## config.mk

```make
export PLATFORM = sky130hd
export DESIGN_NAME = urmt_front
export DESIGN_NICKNAME = d
export VERILOG_FILES = /design/src/hdl/urmt_pkg.sv /design/src/hdl/urmt_front.sv
export SDC_FILE = /design/constraint.sdc
export NUM_CORES = 1
export LEC_CHECK = 0
export BUFFER_PORTS_ARGS = -buffer_cell sky130_fd_sc_hd__buf_2
export CAP_MARGIN = 40
export CELL_PAD_IN_SITES_DETAIL_PLACEMENT = 1
export CELL_PAD_IN_SITES_GLOBAL_PLACEMENT = 1
export CORE_ASPECT_RATIO = 1.2
export CORE_MARGIN = 5
export CORE_UTILIZATION = 33
export CTS_CLUSTER_SIZE = 20
export DETAILED_ROUTE_END_ITERATION = 7
export PLACE_DENSITY_LB_ADDON = 0.3
export SLEW_MARGIN = 25
export SYNTH_ARGS = -nofsm -noshare
export SYNTH_HDL_FRONTEND = slang
export SYNTH_SLANG_ARGS = --single-unit
```

## constraint.sdc

```tcl
create_clock -name aclk -period 5.4 [get_ports aclk]
set_input_delay 0.27 -clock aclk [delete_from_list [all_inputs] [get_ports aclk]]
set_output_delay 0.27 -clock aclk [all_outputs]
set_load 0.01 [all_outputs]
```

## src/hdl/urmt_pkg.sv

```systemverilog
// Shared types, field widths and helper functions for the UDP rule match rate trigger.
package urmt_pkg;

    // Field widths of the request and result items.
    localparam int SLOT_W   = 4;
    localparam int ADDR_W   = 32;
    localparam int PORT_W   = 16;
    localparam int NEG_W    = 4;
    localparam int CNT_W    = 16;
    localparam int WIN_W    = 16;
    localparam int TIME_W   = 32;
    localparam int CFG_W    = 5;
    localparam int MASK_W   = 16;
    localparam int TDATA_W  = 168;
    localparam int TUSER_W  = 1;

    // Depth of the queue between the front and back parts.
    localparam int QUEUE_DEPTH = 2;

    // Request kinds carried on tuser.
    localparam logic KIND_LOAD   = 1'b0;
    localparam logic KIND_PACKET = 1'b1;

    // Bit positions in the negate mask.
    localparam int NEG_SRC_IP   = 0;
    localparam int NEG_DST_IP   = 1;
    localparam int NEG_DST_PORT = 2;
    localparam int NEG_SRC_PORT = 3;

    // Saturation value of the per-rule hit counter.
    localparam logic [CNT_W-1:0] CNT_MAX = {CNT_W{1'b1}};

    // Layout of s_tdata; the last member sits in the lowest bits.
    typedef struct packed {
        logic [TIME_W-1:0] now_seconds;
        logic [WIN_W-1:0]  window_seconds;
        logic [CNT_W-1:0]  threshold;
        logic [NEG_W-1:0]  negate_mask;
        logic [PORT_W-1:0] dst_port;
        logic [PORT_W-1:0] src_port;
        logic [ADDR_W-1:0] dst_ip;
        logic [ADDR_W-1:0] src_ip;
        logic [SLOT_W-1:0] slot;
    } tdata_t;

    // A classified request as it travels from the front to the back part.
    typedef struct packed {
        logic   is_packet;
        tdata_t fields;
    } req_t;

    // One rule field test: zero in the rule is a wildcard, else an
    // equality test that may be inverted.
    function automatic logic field_ok(input logic [ADDR_W-1:0] rule_val,
                                      input logic [ADDR_W-1:0] pkt_val,
                                      input logic negated);
        logic ok;
        if (rule_val == '0) begin
            ok = 1'b1;
        end else if (negated) begin
            ok = (rule_val != pkt_val);
        end else begin
            ok = (rule_val == pkt_val);
        end
        return ok;
    endfunction

endpackage

```

## src/hdl/urmt_front.sv

```systemverilog
// Front part: accepts requests, classifies them and hands them to the queue.
module urmt_front #(
    parameter int RULE_SLOTS = 16
) (
    input  logic                          aclk,
    input  logic                          aresetn,
    input  logic                          s_tvalid,
    output logic                          s_tready,
    input  logic [urmt_pkg::TDATA_W-1:0]  s_tdata,
    input  logic [urmt_pkg::TUSER_W-1:0]  s_tuser,
    output logic                          q_push,
    output urmt_pkg::req_t                q_req,
    input  logic                          q_full
);

    urmt_pkg::tdata_t fields;
    urmt_pkg::req_t   req_reg;
    logic             valid_reg, valid_next;
    logic             accept;
    logic             is_packet;
    logic             keep;

    assign fields    = urmt_pkg::tdata_t'(s_tdata);
    assign is_packet = (s_tuser[0] == urmt_pkg::KIND_PACKET);

    // A load aimed beyond the rule table is dropped here.
    assign keep = is_packet || (int'(fields.slot) < RULE_SLOTS);

    assign q_push   = valid_reg && !q_full;
    assign s_tready = !valid_reg || !q_full;
    assign accept   = s_tvalid && s_tready;
    assign q_req    = req_reg;

    // The stage holds one request until the queue takes it.
    always_comb begin
        valid_next = valid_reg;
        if (accept) begin
            valid_next = keep;
        end else if (q_push) begin
            valid_next = 1'b0;
        end
    end

    always_ff @(posedge aclk) begin
        if (!aresetn) begin
            valid_reg <= 1'b0;
        end else begin
            valid_reg <= valid_next;
        end
    end

    always_ff @(posedge aclk) begin
        if (accept) begin
            req_reg.is_packet <= is_packet;
            req_reg.fields    <= fields;
        end
    end

endmodule

```

# Word-level counts from Yosys, hierarchy flattened

Index checks and enable logic that the tools add are counted.

Muxes and demuxes: 2
Reduce and logical (&&, ||, !) cells: 6

Operators with widths:

| operator           | count |
|---|---|
| logical AND 1 bit  | 2 |
| logical NOT 1 bit  | 2 |
| two-way mux 1 bit  | 2 |
| nonzero test 2 bit | 1 |
| logical OR 1 bit   | 1 |

Flip-flop bits (word level): 170
Input bits: 173

# Depth between registers and ports, before layout

Gate-level depths: netlist of the first run.

Depth in word-level cells: 4
Depth in mapped cells: 2

# Worst setup path after synthesis of the first run

OpenSTA, ideal clock, no wires.

Path type: reg2reg
Start: register valid_reg
End: register req_reg, in the netlist q_req[0], enable pin
Cell stages (with the launch flop): 3
Period minus slack after synthesis: 4.869 ns
Path buffers: 0
Setup slack: 0.531 ns
Arrival time: 4.319 ns
Library setup time: 0.550 ns
Data required time: 4.850 ns
Cell sequence: dfxtp_1 -> nand2_1 -> and2_1

Word-level cells in the longest chain between the ends: 3

RTL lines:

| what                     | RTL line         | RTL |
|---|---|---|
| start: declaration       | urmt_front.sv:18 | `logic valid_reg, valid_next;` |
| start signal: assignment | urmt_front.sv:48 | `valid_reg <= valid_next;` |
| logical NOT 1 bit        | urmt_front.sv:30 | `assign s_tready = !valid_reg \|\| !q_full;` |
| logical OR 1 bit         | urmt_front.sv:30 |  |
| net s_tready             | urmt_front.sv:8  | `output logic s_tready,` |
| logical AND 1 bit        | urmt_front.sv:31 | `assign accept = s_tvalid && s_tready;` |
| net accept               | urmt_front.sv:19 | `logic accept;` |
| end: declaration         | urmt_front.sv:17 | `urmt_pkg::req_t req_reg;` |

The timed path passes the listed nets, and every way through them passes these cells.
A chain may end at the register's enable or synchronous reset.

# Worst setup path in the final report of the first run

Start: register valid_reg
End: register req_reg, in the netlist q_req[57], enable pin

Word-level cells in the longest chain between the ends: 3

RTL lines:

| what              | RTL line |
|---|---|
| logical NOT 1 bit | urmt_front.sv:30 |
| logical OR 1 bit  | urmt_front.sv:30 |
| logical AND 1 bit | urmt_front.sv:31 |
| net accept        | urmt_front.sv:19 |

The timed path passes the listed nets, and every way through them passes these cells.

==> metrics.txt, run 1 <==
status finished, final reports clean; Final Setup Violations 0; Post-Route WL 15300 um; final period utilization 34.2%; clk root buf clkbuf_16; synthesized netlist cell count about 180; Logic pwr share 7.7%; dominant cell type by area after synthesis edfxtp_1; Final WS setup 3.55 ns; drt drc 0; syn_nets 348; Worst VDD drop 0.203 mV; first-pass GRT wire length around 21000 um; Starting Density 33.2%; Slew @ Worst Pin 0.432 ns; worst r2r src valid_reg$_SDFFE_PN0P_; element type at the critical path end flip-flop; Final Slew Violations 0; Sw Pwr 627 uW; # IOs between 300 and 400; final core occ 52.4%; vias per cell roughly 4.2; Synth top area share 99.0%; Post-Layout Cell Count between 700 and 800; RSZ-0062 raised after global routing false; Setup crit start kind flip-flop; CTS tree done; Filler cells around 1600; final instance area roughly 8100 um^2; vias in the first global route 3754; die area about 18000 um^2; area of the core roughly 15000 um^2; Synth Cell Area 5120 um^2; FMAX around 0.54 GHz; fin crit period roughly 1.8 ns; P_int 2.47 mW; DP Wirelength 11800 um; largest net degree at the start of global routing 74; clock buffer depth 2; final hold violations 0; Largest register FFs 169; CP startpoint valid_reg$_SDFFE_PN0P_; Seq/Total Area, Yosys 99.4%; Num CTS Buffers 17; Tot GR Track Use 16.5%; skew final 0.00938 ns; EDFF count, synth 169; Seq. cell area 5090 um^2; Area contributors post-synth edfxtp_1 99%, dfxtp_1 0.39%, and2b_2 0.17%; share of post-route cells with drive strength above 1 64.5%; setup_tns 0 ns; I/O Buffers roughly 340; CP Class flip-flop to flip-flop; synthesis-to-layout area growth 58.0%; WL per Instance a little under 20 um; Worst Hold Launch s_tdata[95]; 1st-pass router iterations 4; placed cell areas 7140 um^2; Post-CTS Setup Repair Bufs 0; area of the multi-input gates 32.5 um^2; placed cell count 729; Hold WS around 0.027 ns; Final nets 743; Row Count 50; H-tree depth 4; width of the die roughly 120 um; switching fraction of total power about a fifth; routed vias 3330; clk sink count 170; worst endpoint data arrival time 1.94 ns; global route total overflow 0; Synth Flop Type edfxtp_1; HP Class input pin to flip-flop; Rel. slew slack 71.2%; Die Y 147 um; share of synthesized registers carrying an async set or reset 0%; syn avg cell area 29.3 um^2; part of the power in registers approximately half; initial antenna violation count 7; Clock Latency Late Sink roughly 0.4 ns; count of different cell masters after synthesis 7; top-count cell post-synth edfxtp_1; share of power burned in the clock network 41.9%; Initial DRC Count 160; Seq cells post-synth 170; yosys warns 0; Power Total 3.10 mW; CP required 5.50 ns; Post-Place Worst Slack around 3.4 ns; Crit Path Max Fanout 45; max-cap viol count 0; GPL Wtd Cong 0.760; leak pwr ~3.5 nW; Power Density 383 nW/um^2; Antenna Nets Post-Route 0; Clock transition at path regs 0.06 ns
-- repair_timing --
action,CTS,global route
hold buffers,13,16
hold endpoints to repair,13,16
gates resized for setup,0,0
-- layout make-up --
| cell class | instances | area share [%] |
|---|---|---|
| Multi-Input combinational cell | 5 | 0.402 |
| Tap cell | 208 | 3.21 |
| Sequential cell | 170 | 62.9 |
| Timing Repair Buffer | 376 | 25.6 |
| Clock buffer | 20 | 5.39 |
| Clock inverter | 12 | 2.43 |
| Antenna cell | 3 | 0.0927 |
-- cell families (layout without fill, tap and decap cells) --
group | count (synthesis) | count (layout) | synth area share [%]
and+or+nand+nor | 4 | 4 | 0.488
buffers and inverters | 0 | 408 | 0
AOI/OAI and AO/OA | 1 | 1 | 0.0976
other | 0 | 3 | 0
DFF | 170 | 170 | 99.4
-- power by group through the flow --
stage | combinational, mW | sequential, mW | clock (mW)
5_1_grt | 0.258 | 1.57 | 1.41
4_1_cts | 0.231 | 1.57 | 1.34
6_report | 0.238 | 1.56 | 1.30
3_5_place_dp | 0.224 | 1.59 | 0
2_1_floorplan | 0.0241 | 1.65 | 0
3_3_place_gp | 0.214 | 1.59 | 0
-- cell usage in the layout (no fill, tap or decap), types with 2 or more instances in the layout --
cell type,synthesis,layout
edfxtp_1,169,169
clkbuf_16,0,17
diode_2,0,3
buf_4,0,2
clkinv_4,0,2
bufinv_16,0,5
clkinv_1,0,2
buf_2,0,343
dlygate4sd3_1,0,29
clkbuf_1,0,3
-- path summary, 6_finish.rpt --
check	slack, ns	endpoint	depth (start not counted)
max reg2reg	3.55	q_req[57]$_DFFE_PP_	4
max	3.55	q_req[57]$_DFFE_PP_	4
min reg2reg	0.55	valid_reg$_SDFFE_PN0P_	2
min	0.03	q_req[95]$_DFFE_PP_	1
-- critical path, stage by stage, from the launching register on --
cell	delay [ns]
dfxtp_1	0.33
nand2_1	0.08
and2_4	0.33
buf_4	0.46
buf_12	0.30
-- per-layer routing --
metal  global-route usage, %  share of wire (%)  routed length (um)
met1                    14.6                 29                4490
met2                    29.3                 55                8380
met3                    8.29                 12                1780
met4                    9.20                3.7                 563
met5                       0               0.43                  65
(Power assumes the default switching activity.)
==> run 2: changes to the inputs <==
--- a/config.mk
+++ b/config.mk
@@ -5,6 +5,7 @@
 export SDC_FILE = /design/constraint.sdc
 export NUM_CORES = 1
 export LEC_CHECK = 0
+export ABC_AREA = 1
 export BUFFER_PORTS_ARGS = -buffer_cell sky130_fd_sc_hd__buf_2
 export CAP_MARGIN = 40
 export CELL_PAD_IN_SITES_DETAIL_PLACEMENT = 1
==> constraint.sdc (replaced) <==
create_clock -name aclk -period 1.9 [get_ports aclk]
set_input_delay 0.095 -clock aclk [delete_from_list [all_inputs] [get_ports aclk]]
set_output_delay 0.095 -clock aclk [all_outputs]
set_load 0.01 [all_outputs]
==> run 2 against run 1 <==
The flow now stops in 4_1_cts. Synthesized cell count grew 1.1%. Area after synthesis is essentially flat.
==> metrics.txt, run 2 <==
Row Count 50 (unchanged); top-count cell post-synth edfxtp_1 (unchanged); Post-CTS Setup Repair Bufs 0 (unchanged); synthesized netlist cell count 177 (was 175); DP Wirelength 12000 um (was 11800 um); share of synthesized registers carrying an async set or reset 0% (unchanged); Seq cells post-synth 170 (unchanged); halt point of the flow 4_1_cts; placed cell areas 7260 um^2 (was 7140 um^2); width of the die 124 um (about the same); GPL Wtd Cong 0.730 (was 0.760); EDFF count, synth 169 (unchanged); Num CTS Buffers 17 (unchanged); dominant cell type by area after synthesis edfxtp_1 (unchanged); post-cts repair resize count 0 (unchanged); status did not finish (was finished, final reports clean); I/O Buffers 343 (unchanged); Die Y 147 um (about the same); H-tree depth 4 (unchanged); count of different cell masters after synthesis 7 (unchanged); clock buffer depth 2 (unchanged); stop err [ERROR RSZ-0060] Max buffer count reached.; syn avg cell area 29.0 um^2 (was 29.3 um^2); Synth top area share 98.9% (was 99.0%); Synth Flop Type edfxtp_1 (unchanged); Starting Density 33.2% (about the same); clk sink count 170 (unchanged); syn_nets 350 (was 348); Area contributors post-synth edfxtp_1 99%, dfxtp_1 0.39%, inv_1 0.22% (was edfxtp_1 99%, dfxtp_1 0.39%, and2b_2 0.17%); list of most frequent post-synthesis cells 169 x edfxtp_1, 3 x inv_1; clk root buf clkbuf_16 (unchanged); yosys warns 0 (unchanged); Hold Buf Count CTS 154 (was 13); Seq/Total Area, Yosys 99.3% (was 99.4%); # IOs 344 (unchanged); Synth Cell Area 5130 um^2 (was 5120 um^2)
## run 2: cell types whose count changed after synthesis
cell,previous run,this run
nor2b_1,1,0
and2b_2,1,0
and2_1,1,0
inv_1,0,3
nor2_1,0,1
nand2_1,1,0
nand2_2,0,1
a21oi_2,0,1
## run 2: per-stage QoR
step	util (%)	hold WS (ns)	setup TNS (ns)	worst slack (ns)	std cells
detailed placement	47.0	0.273	0	0.391	737
global placement	47.0	0.271	0	0.470	737
floorplan	-	0.194	-278.77	-1.65	177
## run 2: cells by family after synthesis
logic type / after synthesis / synth area share [%]
flops: 170 / 99.3
buf+inv: 3 / 0.219
compound gates: 2 / 0.268
simple gates: 2 / 0.195
==> run 3: changes to the inputs <==
==> config.mk (replaced) <==
export PLATFORM = sky130hd
export DESIGN_NAME = urmt_front
export DESIGN_NICKNAME = d
export VERILOG_FILES = /design/src/hdl/urmt_pkg.sv /design/src/hdl/urmt_front.sv
export SDC_FILE = /design/constraint.sdc
export NUM_CORES = 1
export LEC_CHECK = 0
export ABC_AREA = 1
export BUFFER_PORTS_ARGS = -buffer_cell sky130_fd_sc_hd__buf_2
export CAP_MARGIN = 40
export CORE_AREA = 5 5 130 132
export DETAILED_ROUTE_END_ITERATION = 7
export DIE_AREA = 0 0 135 137
export PLACE_DENSITY_LB_ADDON = 0.15
export SLEW_MARGIN = 25
export SYNTH_ARGS = -nofsm -noshare
export SYNTH_HDL_FRONTEND = slang
export SYNTH_SLANG_ARGS = --single-unit
==> run 3 against run 2 <==
The flow again stops in 4_1_cts. Area after synthesis unchanged. Synthesized cell count unchanged.
==> metrics.txt, run 3 <==
yosys warns 0 (unchanged); clk sink count 170 (unchanged); Synth Flop Type edfxtp_1 (unchanged); top-count cell post-synth edfxtp_1 (unchanged); stop err [ERROR RSZ-0060] Max buffer count reached. (unchanged); clock buffer depth 2 (unchanged); Row Count 46 (was 50); Seq cells post-synth 170 (unchanged); synthesized netlist cell count 177 (unchanged); count of different cell masters after synthesis 7 (unchanged); width of the die 135 um (was 124 um); Post-CTS Setup Repair Bufs 0 (unchanged); post-cts repair resize count 0 (unchanged); placed cell count 738 (was 737); Seq/Total Area, Yosys 99.3% (unchanged); halt point of the flow 4_1_cts (unchanged); DP Wirelength 10700 um (was 12000 um); Post-Place Worst Slack 0.539 ns (was 0.391 ns); EDFF count, synth 169 (unchanged); share of synthesized registers carrying an async set or reset 0% (unchanged); syn avg cell area 29.0 um^2 (unchanged); syn_nets 350 (unchanged); Starting Density 32.9% (was 33.2%); I/O Buffers 343 (unchanged); Hold Buf Count CTS 155 (was 154); status did not finish (unchanged); Synth Cell Area 5130 um^2 (unchanged); H-tree depth 4 (unchanged); GPL Wtd Cong 0.736 (was 0.730); Die Y 137 um (was 147 um); dominant cell type by area after synthesis edfxtp_1 (unchanged); Area contributors post-synth edfxtp_1 99%, dfxtp_1 0.39%, inv_1 0.22% (unchanged); list of most frequent post-synthesis cells 169 x edfxtp_1, 3 x inv_1 (unchanged); Synth top area share 98.9% (unchanged); Num CTS Buffers 17 (unchanged); clk root buf clkbuf_16 (unchanged); # IOs 344 (unchanged)
[run 3: cell counts after synthesis]
No cell type changed its count.
[run 3: logic make-up after synthesis]
logic type	synth area share [%]
AOI/OAI and AO/OA	0.268
buffers and inverters	0.219
DFF	99.3
and+or+nand+nor	0.195
[run 3: through the flow]
| stage | instance area (um^2) | util, % | hold slack, ns | setup TNS, ns |
|---|---|---|---|---|
| after floorplan | 5140 | - | 0.194 | -278.77 |
| after global placement | 7170 | 46.0 | 0.272 | 0 |
| after detailed placement | 7170 | 46.0 | 0.273 | 0 |
