==> src/hdl/urmt_pkg.sv <==
// Shared types, field widths and helper functions for the UDP rule match rate trigger.
package urmt_pkg;

    // Field widths of the request and result items.
    localparam int SLOT_W   = 4;
    localparam int ADDR_W   = 32;
    localparam int PORT_W   = 16;
    localparam int NEG_W    = 4;
    localparam int CNT_W    = 16;
    localparam int WIN_W    = 16;
    localparam int TIME_W   = 32;
    localparam int CFG_W    = 5;
    localparam int MASK_W   = 16;
    localparam int TDATA_W  = 168;
    localparam int TUSER_W  = 1;

    // Depth of the queue between the front and back parts.
    localparam int QUEUE_DEPTH = 2;

    // Request kinds carried on tuser.
    localparam logic KIND_LOAD   = 1'b0;
    localparam logic KIND_PACKET = 1'b1;

    // Bit positions in the negate mask.
    localparam int NEG_SRC_IP   = 0;
    localparam int NEG_DST_IP   = 1;
    localparam int NEG_DST_PORT = 2;
    localparam int NEG_SRC_PORT = 3;

    // Saturation value of the per-rule hit counter.
    localparam logic [CNT_W-1:0] CNT_MAX = {CNT_W{1'b1}};

    // Layout of s_tdata; the last member sits in the lowest bits.
    typedef struct packed {
        logic [TIME_W-1:0] now_seconds;
        logic [WIN_W-1:0]  window_seconds;
        logic [CNT_W-1:0]  threshold;
        logic [NEG_W-1:0]  negate_mask;
        logic [PORT_W-1:0] dst_port;
        logic [PORT_W-1:0] src_port;
        logic [ADDR_W-1:0] dst_ip;
        logic [ADDR_W-1:0] src_ip;
        logic [SLOT_W-1:0] slot;
    } tdata_t;

    // A classified request as it travels from the front to the back part.
    typedef struct packed {
        logic   is_packet;
        tdata_t fields;
    } req_t;

    // One rule field test: zero in the rule is a wildcard, else an
    // equality test that may be inverted.
    function automatic logic field_ok(input logic [ADDR_W-1:0] rule_val,
                                      input logic [ADDR_W-1:0] pkt_val,
                                      input logic negated);
        logic ok;
        if (rule_val == '0) begin
            ok = 1'b1;
        end else if (negated) begin
            ok = (rule_val != pkt_val);
        end else begin
            ok = (rule_val == pkt_val);
        end
        return ok;
    endfunction

endpackage

==> src/hdl/urmt_queue.sv <==
// Short request queue that decouples the front part from the back part.
module urmt_queue (
    input  logic             aclk,
    input  logic             aresetn,
    input  logic             push,
    input  urmt_pkg::req_t   push_req,
    output logic             full,
    input  logic             pop,
    output logic             pop_valid,
    output urmt_pkg::req_t   pop_req
);

    localparam int DEPTH = urmt_pkg::QUEUE_DEPTH;
    localparam int PTR_W = (DEPTH > 1) ? $clog2(DEPTH) : 1;
    localparam int CNT_W = $clog2(DEPTH + 1);
    localparam logic [PTR_W-1:0] LAST_PTR = PTR_W'(DEPTH - 1);
    localparam logic [CNT_W-1:0] FULL_CNT = CNT_W'(DEPTH);

    urmt_pkg::req_t    entry_reg [DEPTH];
    logic [PTR_W-1:0]  wr_ptr_reg, wr_ptr_next;
    logic [PTR_W-1:0]  rd_ptr_reg, rd_ptr_next;
    logic [CNT_W-1:0]  count_reg, count_next;
    logic              do_push;
    logic              do_pop;

    assign full      = (count_reg == FULL_CNT);
    assign pop_valid = (count_reg != '0);
    assign pop_req   = entry_reg[rd_ptr_reg];
    assign do_push   = push && !full;
    assign do_pop    = pop && pop_valid;

    // Pointer and fill count updates.
    always_comb begin
        wr_ptr_next = wr_ptr_reg;
        rd_ptr_next = rd_ptr_reg;
        count_next  = count_reg;
        if (do_push) begin
            wr_ptr_next = (wr_ptr_reg == LAST_PTR) ? '0 : wr_ptr_reg + PTR_W'(1);
        end
        if (do_pop) begin
            rd_ptr_next = (rd_ptr_reg == LAST_PTR) ? '0 : rd_ptr_reg + PTR_W'(1);
        end
        if (do_push && !do_pop) begin
            count_next = count_reg + CNT_W'(1);
        end else if (do_pop && !do_push) begin
            count_next = count_reg - CNT_W'(1);
        end
    end

    always_ff @(posedge aclk) begin
        if (!aresetn) begin
            wr_ptr_reg <= '0;
            rd_ptr_reg <= '0;
            count_reg  <= '0;
        end else begin
            wr_ptr_reg <= wr_ptr_next;
            rd_ptr_reg <= rd_ptr_next;
            count_reg  <= count_next;
        end
    end

    // Entry storage needs no reset.
    always_ff @(posedge aclk) begin
        if (do_push) begin
            entry_reg[wr_ptr_reg] <= push_req;
        end
    end

endmodule

==> config.mk <==
export PLATFORM = sky130hd
export DESIGN_NAME = urmt_queue
export DESIGN_NICKNAME = d
export VERILOG_FILES = /design/src/hdl/urmt_pkg.sv /design/src/hdl/urmt_queue.sv
export SDC_FILE = /design/constraint.sdc
export NUM_CORES = 1
export LEC_CHECK = 0
export BUFFER_PORTS_ARGS = -buffer_cell sky130_fd_sc_hd__buf_2
export CORE_ASPECT_RATIO = 0.75
export CORE_MARGIN = 2
export CORE_UTILIZATION = 47
export CTS_CLUSTER_DIAMETER = 200
export DETAILED_ROUTE_END_ITERATION = 6
export GPL_ROUTABILITY_DRIVEN = 0
export PLACE_DENSITY = 0.75
export SLEW_MARGIN = 20
export SYNTH_ARGS = -nofsm -noshare
export SYNTH_HDL_FRONTEND = slang
export SYNTH_SLANG_ARGS = --single-unit
==> constraint.sdc <==
create_clock -name aclk -period 8.47 [get_ports aclk]
set_clock_uncertainty 0.1 [all_clocks]
set_input_delay 0.847 -clock aclk [delete_from_list [all_inputs] [get_ports aclk]]
set_output_delay 0.847 -clock aclk [all_outputs]
set_load 0.02 [all_outputs]
Word level (Yosys, flattened, before mapping)

Memories as Yosys holds them, arrays and structs flattened. A register that Yosys moved wholly into a read port is not among the register bits.
Index checks and enable logic that the tools add are counted.

Flip-flop bits (word level): 4
Latch bits: 0
Bits in writable memories: 338
Memory bits (read-only): 0
Input port bits: 173
Output and inout port bits: 171
Word-level logic and storage cells: 26
Memories kept: 1

Add/subtract/negate cells: 4
Multiply operators: 0
Divide/modulo/power cells: 0
Order comparisons: 0
Equality and inequality tests: 1
Shift-type cells: 0
Multiplexer cells: 8
Bitwise operators: 0
Reduce and logical (&&, ||, !) cells: 9

Memory list:

| memory    | words | width | rd ports | clocked after Yosys merged registers in | wr ports | RTL line         | text |
|---|---|---|---|---|---|---|---|
| entry_reg | 2     | 169   | 1        | 1                                       | 1        | urmt_queue.sv:19 | `urmt_pkg::req_t entry_reg [DEPTH];` |

Operators by type and width:

| cell                                                                | count |
|---|---|
| 1-bit 2-to-1 mux                                                    | 6 |
| 1-bit logical AND                                                   | 4 |
| 2-bit 2-to-1 mux                                                    | 2 |
| 2-bit nonzero test                                                  | 2 |
| 1-bit zero test                                                     | 3 |
| 1-bit adder (second input constant)                                 | 2 |
| 2-bit by 1-bit adder with 2-bit output (second input constant)      | 1 |
| 2-bit equality test (second input constant)                         | 1 |
| 2-bit by 1-bit subtractor with 2-bit output (second input constant) | 1 |

Logic depth before layout (Yosys ltp)

Gate-level depths: netlist (run 1).

Depth in word-level cells: 7
Mapped depth: 7
Gate-level depth less buffers: 7

Worst setup path before layout (run 1)

OpenSTA, ideal clock, no wires.

Path type: in2reg
Start: input push
End: memory entry_reg[0][0] (netlist bit), enable pin
Library setup time: 0.669 ns
Data arrival time: 7.415 ns
Data required time: 7.701 ns
Path slack: 0.286 ns
Cell stages on the path: 2
Path buffers: 0
Path through: inv_1 > nor3_2

Longest elaborated chain between the ends: 3

RTL lines:

| element                                | RTL line         | text |
|---|---|---|
| from (decl)                            | urmt_queue.sv:5  | `input logic push,` |
| 1-bit logical AND                      | urmt_queue.sv:29 | `assign do_push = push && !full;` |
| 1-bit 2-to-1 mux                       | urmt_queue.sv:64 | `if (do_push) begin` |
| 1-bit 2-to-1 mux (implied by the code) | urmt_queue.sv:65 | `entry_reg[wr_ptr_reg] <= push_req;` |
| to (decl)                              | urmt_queue.sv:19 |  |

No other way between the ends.

==> impl_results.md, run 1 <==
- Antenna violations before repair: 4
- WP data required: 7.52 ns
- Area delta synth->final: 22.9%
- CTS Root Cell: clkbuf_16
- Vias: 6388
- Detailed Routing Iterations Pass 1: 4
- Area after DPL: 14900 µm²
- Synthesized area per cell: 23.3 µm²
- IO Pins: 344
- Seq cells post-synth: 343
- Core Area: 26900 µm²
- Post-synthesis sequential area ratio: 0.798
- Outcome: finished, final reports clean
- Final #Nets: 1087
- Relative slew slack: 0.262
- Post-route insts no fill: 1286
- Largest net degree at the start of global routing: 171
- Cells after DPL: 1231
- Worst slew pin tran: 1.11 ns
- Fill count: 2043
- Total grt overflow: 0
- Fmax: 249 MHz
- Routed Antenna Nets: 0
- Fin Setup TNS: 0 ns
- RSZ-0062 raised after global routing: false
- Tmin final: 4.02 ns
- Crit end category: output pin
- DP HPWL: 16100 µm
- Post-route cell area: 15800 µm²
- Die Width: 195 µm
- Die height: 147 µm
- CTS Buffer Depth: 3
- Post-synthesis cell count: 551
- Synth Cell Area: 12800 µm²
- Synth Area in Compound Gates: 0.00253
- I/O Buffers: 343
- Pleak: 6.05 nW
- Htree depth: 1
- Final setup viols: 0
- Routed len/inst: 19.4 µm
- Std-Cell Rows: 52
- Die area: 28700 µm²
- Netlist cell types: 22
- Crit-path max FO: 58
- Warnings from Yosys: 0
- Period utilisation layout: 0.475
- Peak VDD IR: 0.228 mV
- CTS tree: done
- Clock transition at path regs: 0.06 ns
- Worst-skew pair later-pin latency: 0.55 ns
- Detailed Route WL: 24900 µm
- Share of layout cells above drive strength 1: 0.600
- Via/cell ratio: 4.97
- Max FFs per register: 338
- CP Launch Type: flop
- Maxcap violations: 0
- Largest family of logic cells by synthesized area: multiplexers
- Final Power: 4.90 mW
- CTS sink count: 343
- Xor-xnor portion of the synthesized cell area: 0.00205
- Power density over cell area: 311 nW/µm²
- Final hold violation count: 0
- Synthesized Nets: 725
- Total GRT Usage: 0.167
- Post-cts sizing count: 0
- Vias in the first global route: 6644
- Setup WS post-layout: 4.45 ns
- DR DRC count: 0
- Adder-cell share of the synthesized area: 0.000974
- # Post-CTS Setup Buffers: 0
- CTS Buf Count: 31
- First-pass GRT wire length: 36900 µm
- Place WS: 5.03 ns
- Cts hold-fix bufs: 0
- Post-synthesis simple-gate area fraction: 0.00448
- Hold WC Path Type: in -> reg
- Mux share of post-synthesis cell area: 0.177
- Max-slew violation count: 0
- Crit Path Class: reg -> out
- DR iter-0 viols: 309
- Starting Density: 0.477
- Critical Path AT: 3.07 ns
==> cell usage after synthesis, drive strengths merged <==
library cell	number	area share
nor3	1	0.00078
o21a	1	0.00058
edfxtp	338	0.79
o21ai	2	0.00078
a21boi	2	0.0012
xor2	1	0.00068
nand2b	1	0.00049
or2	1	0.00049
ha	1	0.00097
dfxtp	5	0.0078
or3	1	0.00049
mux2	169	0.18
and2	3	0.0015
inv	2	0.00058
nor2	1	0.00029
buf	19	0.014
xnor2	2	0.0014
and3	1	0.00049
==> critical path: stages, from the launching register on <==
cell     delay [ns]
dfxtp_4        0.89
buf_4          0.92
mux2_2         0.41
buf_2          0.16
==> per-layer routing <==
metal | track usage | part of all wire | wire length, µm | vias to the layer above
li1 | - | - | - | 2918
met1 | 0.207 | 0.40 | 10000 | 3138
met2 | 0.280 | 0.48 | 11900 | 284
met3 | 0.0608 | 0.097 | 2420 | 42
met4 | 0.0405 | 0.020 | 510 | 6
met5 | 0 | 0.0018 | 44 | -
==> cell usage in the layout, fill, tap and decap left out, drive strengths merged <==
cell type  instances
buf              348
edfxtp           338
mux2             169
clkbuf            38
clkinv            12
dfxtp              5
and2               3
inv                3
xnor2              2
clkinvlp           2
o21ai              2
a21boi             2
diode              1
or2                1
nand2b             1
nor2               1
and3               1
nor3               1
o21a               1
xor2               1
or3                1
ha                 1
bufinv             1
==> logic make-up (layout without fill, tap and decap cells) <==
| kind of cell | after synthesis | count (layout) |
|---|---|---|
| XOR/XNOR | 3 | 3 |
| flip-flops | 343 | 343 |
| AND/OR/NAND/NOR | 9 | 9 |
| AO/OA/AOI/OAI | 5 | 5 |
| other | 0 | 1 |
| buffers and inverters | 21 | 404 |
| multiplexers | 169 | 169 |
| adder cells (fa/ha/maj) | 1 | 1 |
==> power by group <==
part | internal (mW) | total (mW) | switching, mW
clock network | 0.696 | 1.26 | 0.566
logic | 0.608 | 1.41 | 0.804
registers | 2.14 | 2.23 | 0.0935
total | 3.44 | 4.90 | 1.46
==> path summary, 6_finish.rpt <==
check / start / end / slack (ns) / cells past startpoint
worst max-delay path: flop / pop_req[143] / 4.45 / 3
worst min-delay path: push_req[11] / entry_reg[1][11] / 0.37 / 1
worst max register to register: count_reg[0] / entry_reg[1][123] / 6.00 / 3
worst min register to register: count_reg[1] / count_reg[1] / 0.43 / 2
==> layout make-up <==
type / instances / area (µm²) / area share
sequential: 343 / 10300 / 0.649
multi-input combinational: 187 / 2420 / 0.153
timing repair buffer: 348 / 1770 / 0.112
clock buffer: 38 / 802 / 0.0508
tap: 351 / 439 / 0.0278
clock inverter: 16 / 104 / 0.00658
inverter: 2 / 7.51 / 0.000475
antenna: 1 / 2.50 / 0.000158
==> through the flow <==
step | hold WS (ns) | utilization
final | 0.374 | 0.586
after global routing | 0.349 | 0.586
after global placement | 0.405 | 0.553
after floorplan | 0.379 | -
after detailed placement | 0.417 | 0.553
after CTS | 0.347 | 0.586
No activity file was read; power rests on OpenSTA's default activity.
==> run 2: changes to the inputs <==
--- a/config.mk
+++ b/config.mk
@@ -5,14 +5,15 @@
 export SDC_FILE = /design/constraint.sdc
 export NUM_CORES = 1
 export LEC_CHECK = 0
+export ABC_AREA = 1
 export BUFFER_PORTS_ARGS = -buffer_cell sky130_fd_sc_hd__buf_2
 export CORE_ASPECT_RATIO = 0.75
 export CORE_MARGIN = 2
-export CORE_UTILIZATION = 47
+export CORE_UTILIZATION = 52
 export CTS_CLUSTER_DIAMETER = 200
 export DETAILED_ROUTE_END_ITERATION = 6
 export GPL_ROUTABILITY_DRIVEN = 0
-export PLACE_DENSITY = 0.75
+export PLACE_DENSITY = 0.79
 export SLEW_MARGIN = 20
 export SYNTH_ARGS = -nofsm -noshare
 export SYNTH_HDL_FRONTEND = slang
==> constraint.sdc (replaced) <==
create_clock -name aclk -period 3.8 [get_ports aclk]
set_clock_uncertainty 0.1 [all_clocks]
set_input_delay 0.38 -clock aclk [delete_from_list [all_inputs] [get_ports aclk]]
set_output_delay 0.38 -clock aclk [all_outputs]
set_load 0.02 [all_outputs]
==> impl_results.md, run 2 <==
- CTS Root Cell: clkbuf_16
- Most frequent cells in the layout: buf_2, edfxtp_1, dlygate4sd3_1
- DR iter-0 viols: 474
- CP Cell Sequence: buf_12 -> mux2_2 -> buf_2
- Power density over cell area: 633 nW/µm²
- Commonest cells post-synth: edfxtp_1, mux2_4, mux2_2, buf_6, nor2_1
- Final Power: 11.2 mW
- Fill count: 1425
- Critical Path AT: 2.28 ns
- Synthesized Nets: 737
- Storage cell area: 10300 µm²
- Outcome: finished, final reports clean
- CTS Buffer Depth: 3
- CP Launch Type: flop
- Maxcap violations: 0
- Worst r2r src: count_reg[1]
- Relative slew slack: 0.178
- Tmin final: 2.76 ns
- CTS Buf Count: 34
- Die height: 140 µm
- Vias in the first global route: 8024
- Synth Cell Area: 12900 µm²
- Count leader, synth: edfxtp_1
- Warnings from Yosys: 0
- Antenna violations before repair: 2
- Total grt overflow: 0
- Setup WS post-layout: 1.04 ns
- Final hold violation count: 0
- DP HPWL: 16700 µm
- I/O Buffers: 343
- Post-synthesis cell count: 563
- Worst-skew pair later-pin latency: 0.49 ns
- # Post-CTS Setup Buffers: 0
- WP data required: 3.32 ns
- Std-Cell Rows: 49
- Clock Power Share: 0.278
- Critical Path Slowest Stage Cell: dfxtp_4
- CP peak stage delay: 0.83 ns
- Detailed Route WL: 30000 µm
- Ys async rst share: 0
- Sequential share of power: 0.446
- Pleak: 6.90 nW
- Sw power: 3.29 mW
- Fmax: 362 MHz
- Fin Setup TNS: 0 ns
- Crit end category: output pin
- Post-synthesis sequential area ratio: 0.797
- CTS sink count: 343
- Logic pwr share: 0.276
- Hold_ws: 0.0257 ns
- CTS tree: done
- RSZ-0062 raised after global routing: false
- Share of layout cells above drive strength 1: 0.508
- Crit-path max FO: 45
- Max-slew violation count: 0
- Period utilisation layout: 0.726
- Seq cells post-synth: 343
- Final #Nets: 1278
- Routed len/inst: 20.6 µm
- Place WS: 1.34 ns
- Pint: 7.90 mW
- Die area: 26000 µm²
- Cts hold-fix bufs: 168
- Area delta synth->final: 37.6%
- Largest net degree at the start of global routing: 170
- Clock transition at path regs: 0.06 ns
- Most common cell after layout, fill and taps aside: buf_2
- Area leader, netlist: edfxtp_1
- First-pass GRT wire length: 44000 µm
- Detailed Routing Iterations Pass 1: 4
- Largest delay share family, worst path: flip-flops
- Total GRT Usage: 0.223
- Vias: 7312
- Via/cell ratio: 5.02
- Routed Antenna Nets: 0
- Max FFs per register: 338
- DR DRC count: 0
- IO Pins: 344
- Htree depth: 2
- Hold WC Path Type: in -> reg
- Hold path start: push_req[137]
- Switching part of the total: 0.294
- Core Area: 24200 µm²
- Final setup viols: 0
- Worst slew pin tran: 1.23 ns
- Starting Density: 0.532
- Post-cts sizing count: 0
- Peak VDD IR: 0.452 mV
- Synth top area share: 0.789
- Netlist cell types: 15
- Footprint of the multi-input gates: 2410 µm²
- Die Width: 186 µm
- Top_reg_cell synth: edfxtp_1
- Top area cells in the synthesized netlist: edfxtp_1, mux2_4, mux2_2, buf_6, dfxtp_1
- Final core utilization: 0.732
- Post-synth EDFFs: 338
- Crit Path Class: reg -> out
- CP Buf/Inv Count: 2
- Synthesized area per cell: 22.8 µm²
## run 2: layout make-up
class | instances | share of cell area
diodes | 2 | 0.000283
clock buffers | 49 | 0.0555
clock inverters | 7 | 0.00205
inverters | 8 | 0.00170
multi-input cells | 193 | 0.136
flip-flops and latches | 343 | 0.580
well taps | 331 | 0.0234
repair buffers | 524 | 0.201
## run 2: layer usage
layer | part of all wire | track usage | up-vias | wire (µm)
li1 | - | - | 3300 | -
met3 | 0.095 | 0.0731 | 55 | 2840
met4 | 0.020 | 0.0593 | 0 | 613
met1 | 0.37 | 0.256 | 3608 | 11200
met2 | 0.51 | 0.403 | 349 | 15300
met5 | 0 | 0 | - | 0
## run 2: stage by stage
stage / cells / cell area [µm²]
finish: 1457 / 17700
global route: 1456 / 17700
CTS: 1455 / 17700
detailed placement: 1231 / 15000
global placement: 1231 / 15000
floorplan: 563 / 12900
## run 2: power groups by stage
| stage | clock (mW) | sequential, mW | combinational, mW |
|---|---|---|---|
| 2_1_floorplan | 0 | 5.03 | 2.08 |
| 3_3_place_gp | 0 | 5.02 | 2.86 |
| 3_5_place_dp | 0 | 5.05 | 2.89 |
| 4_1_cts | 3.15 | 4.98 | 3.05 |
| 5_1_grt | 3.31 | 5.03 | 3.25 |
| 6_report | 3.11 | 4.99 | 3.09 |
## run 2: worst reg2reg max path: stages (launching register included)
cell and delay, ns:
dfxtp_1 0.39, inv_1 0.11, o21ai_0 0.64, nor2_4 0.06
buf_12 0.26
## run 2: path summary, 6_finish.rpt
path | to | slack (ns) | depth (start not counted)
max | pop_req[146] | 1.04 | 3
min | entry_reg[0][137] | 0.03 | 1
max reg2reg | entry_reg[1][35] | 1.34 | 4
min reg2reg | flop | 0.40 | 2
## run 2: logic make-up after synthesis
kind of cell             Yosys count  synth area share
buffers and inverters             27            0.0165
AO/OA/AOI/OAI                      5           0.00214
AND/OR/NAND/NOR                   18           0.00555
adder cells (fa/ha/maj)            1          0.000973
flip-flops                       343             0.797
multiplexers                     169             0.178
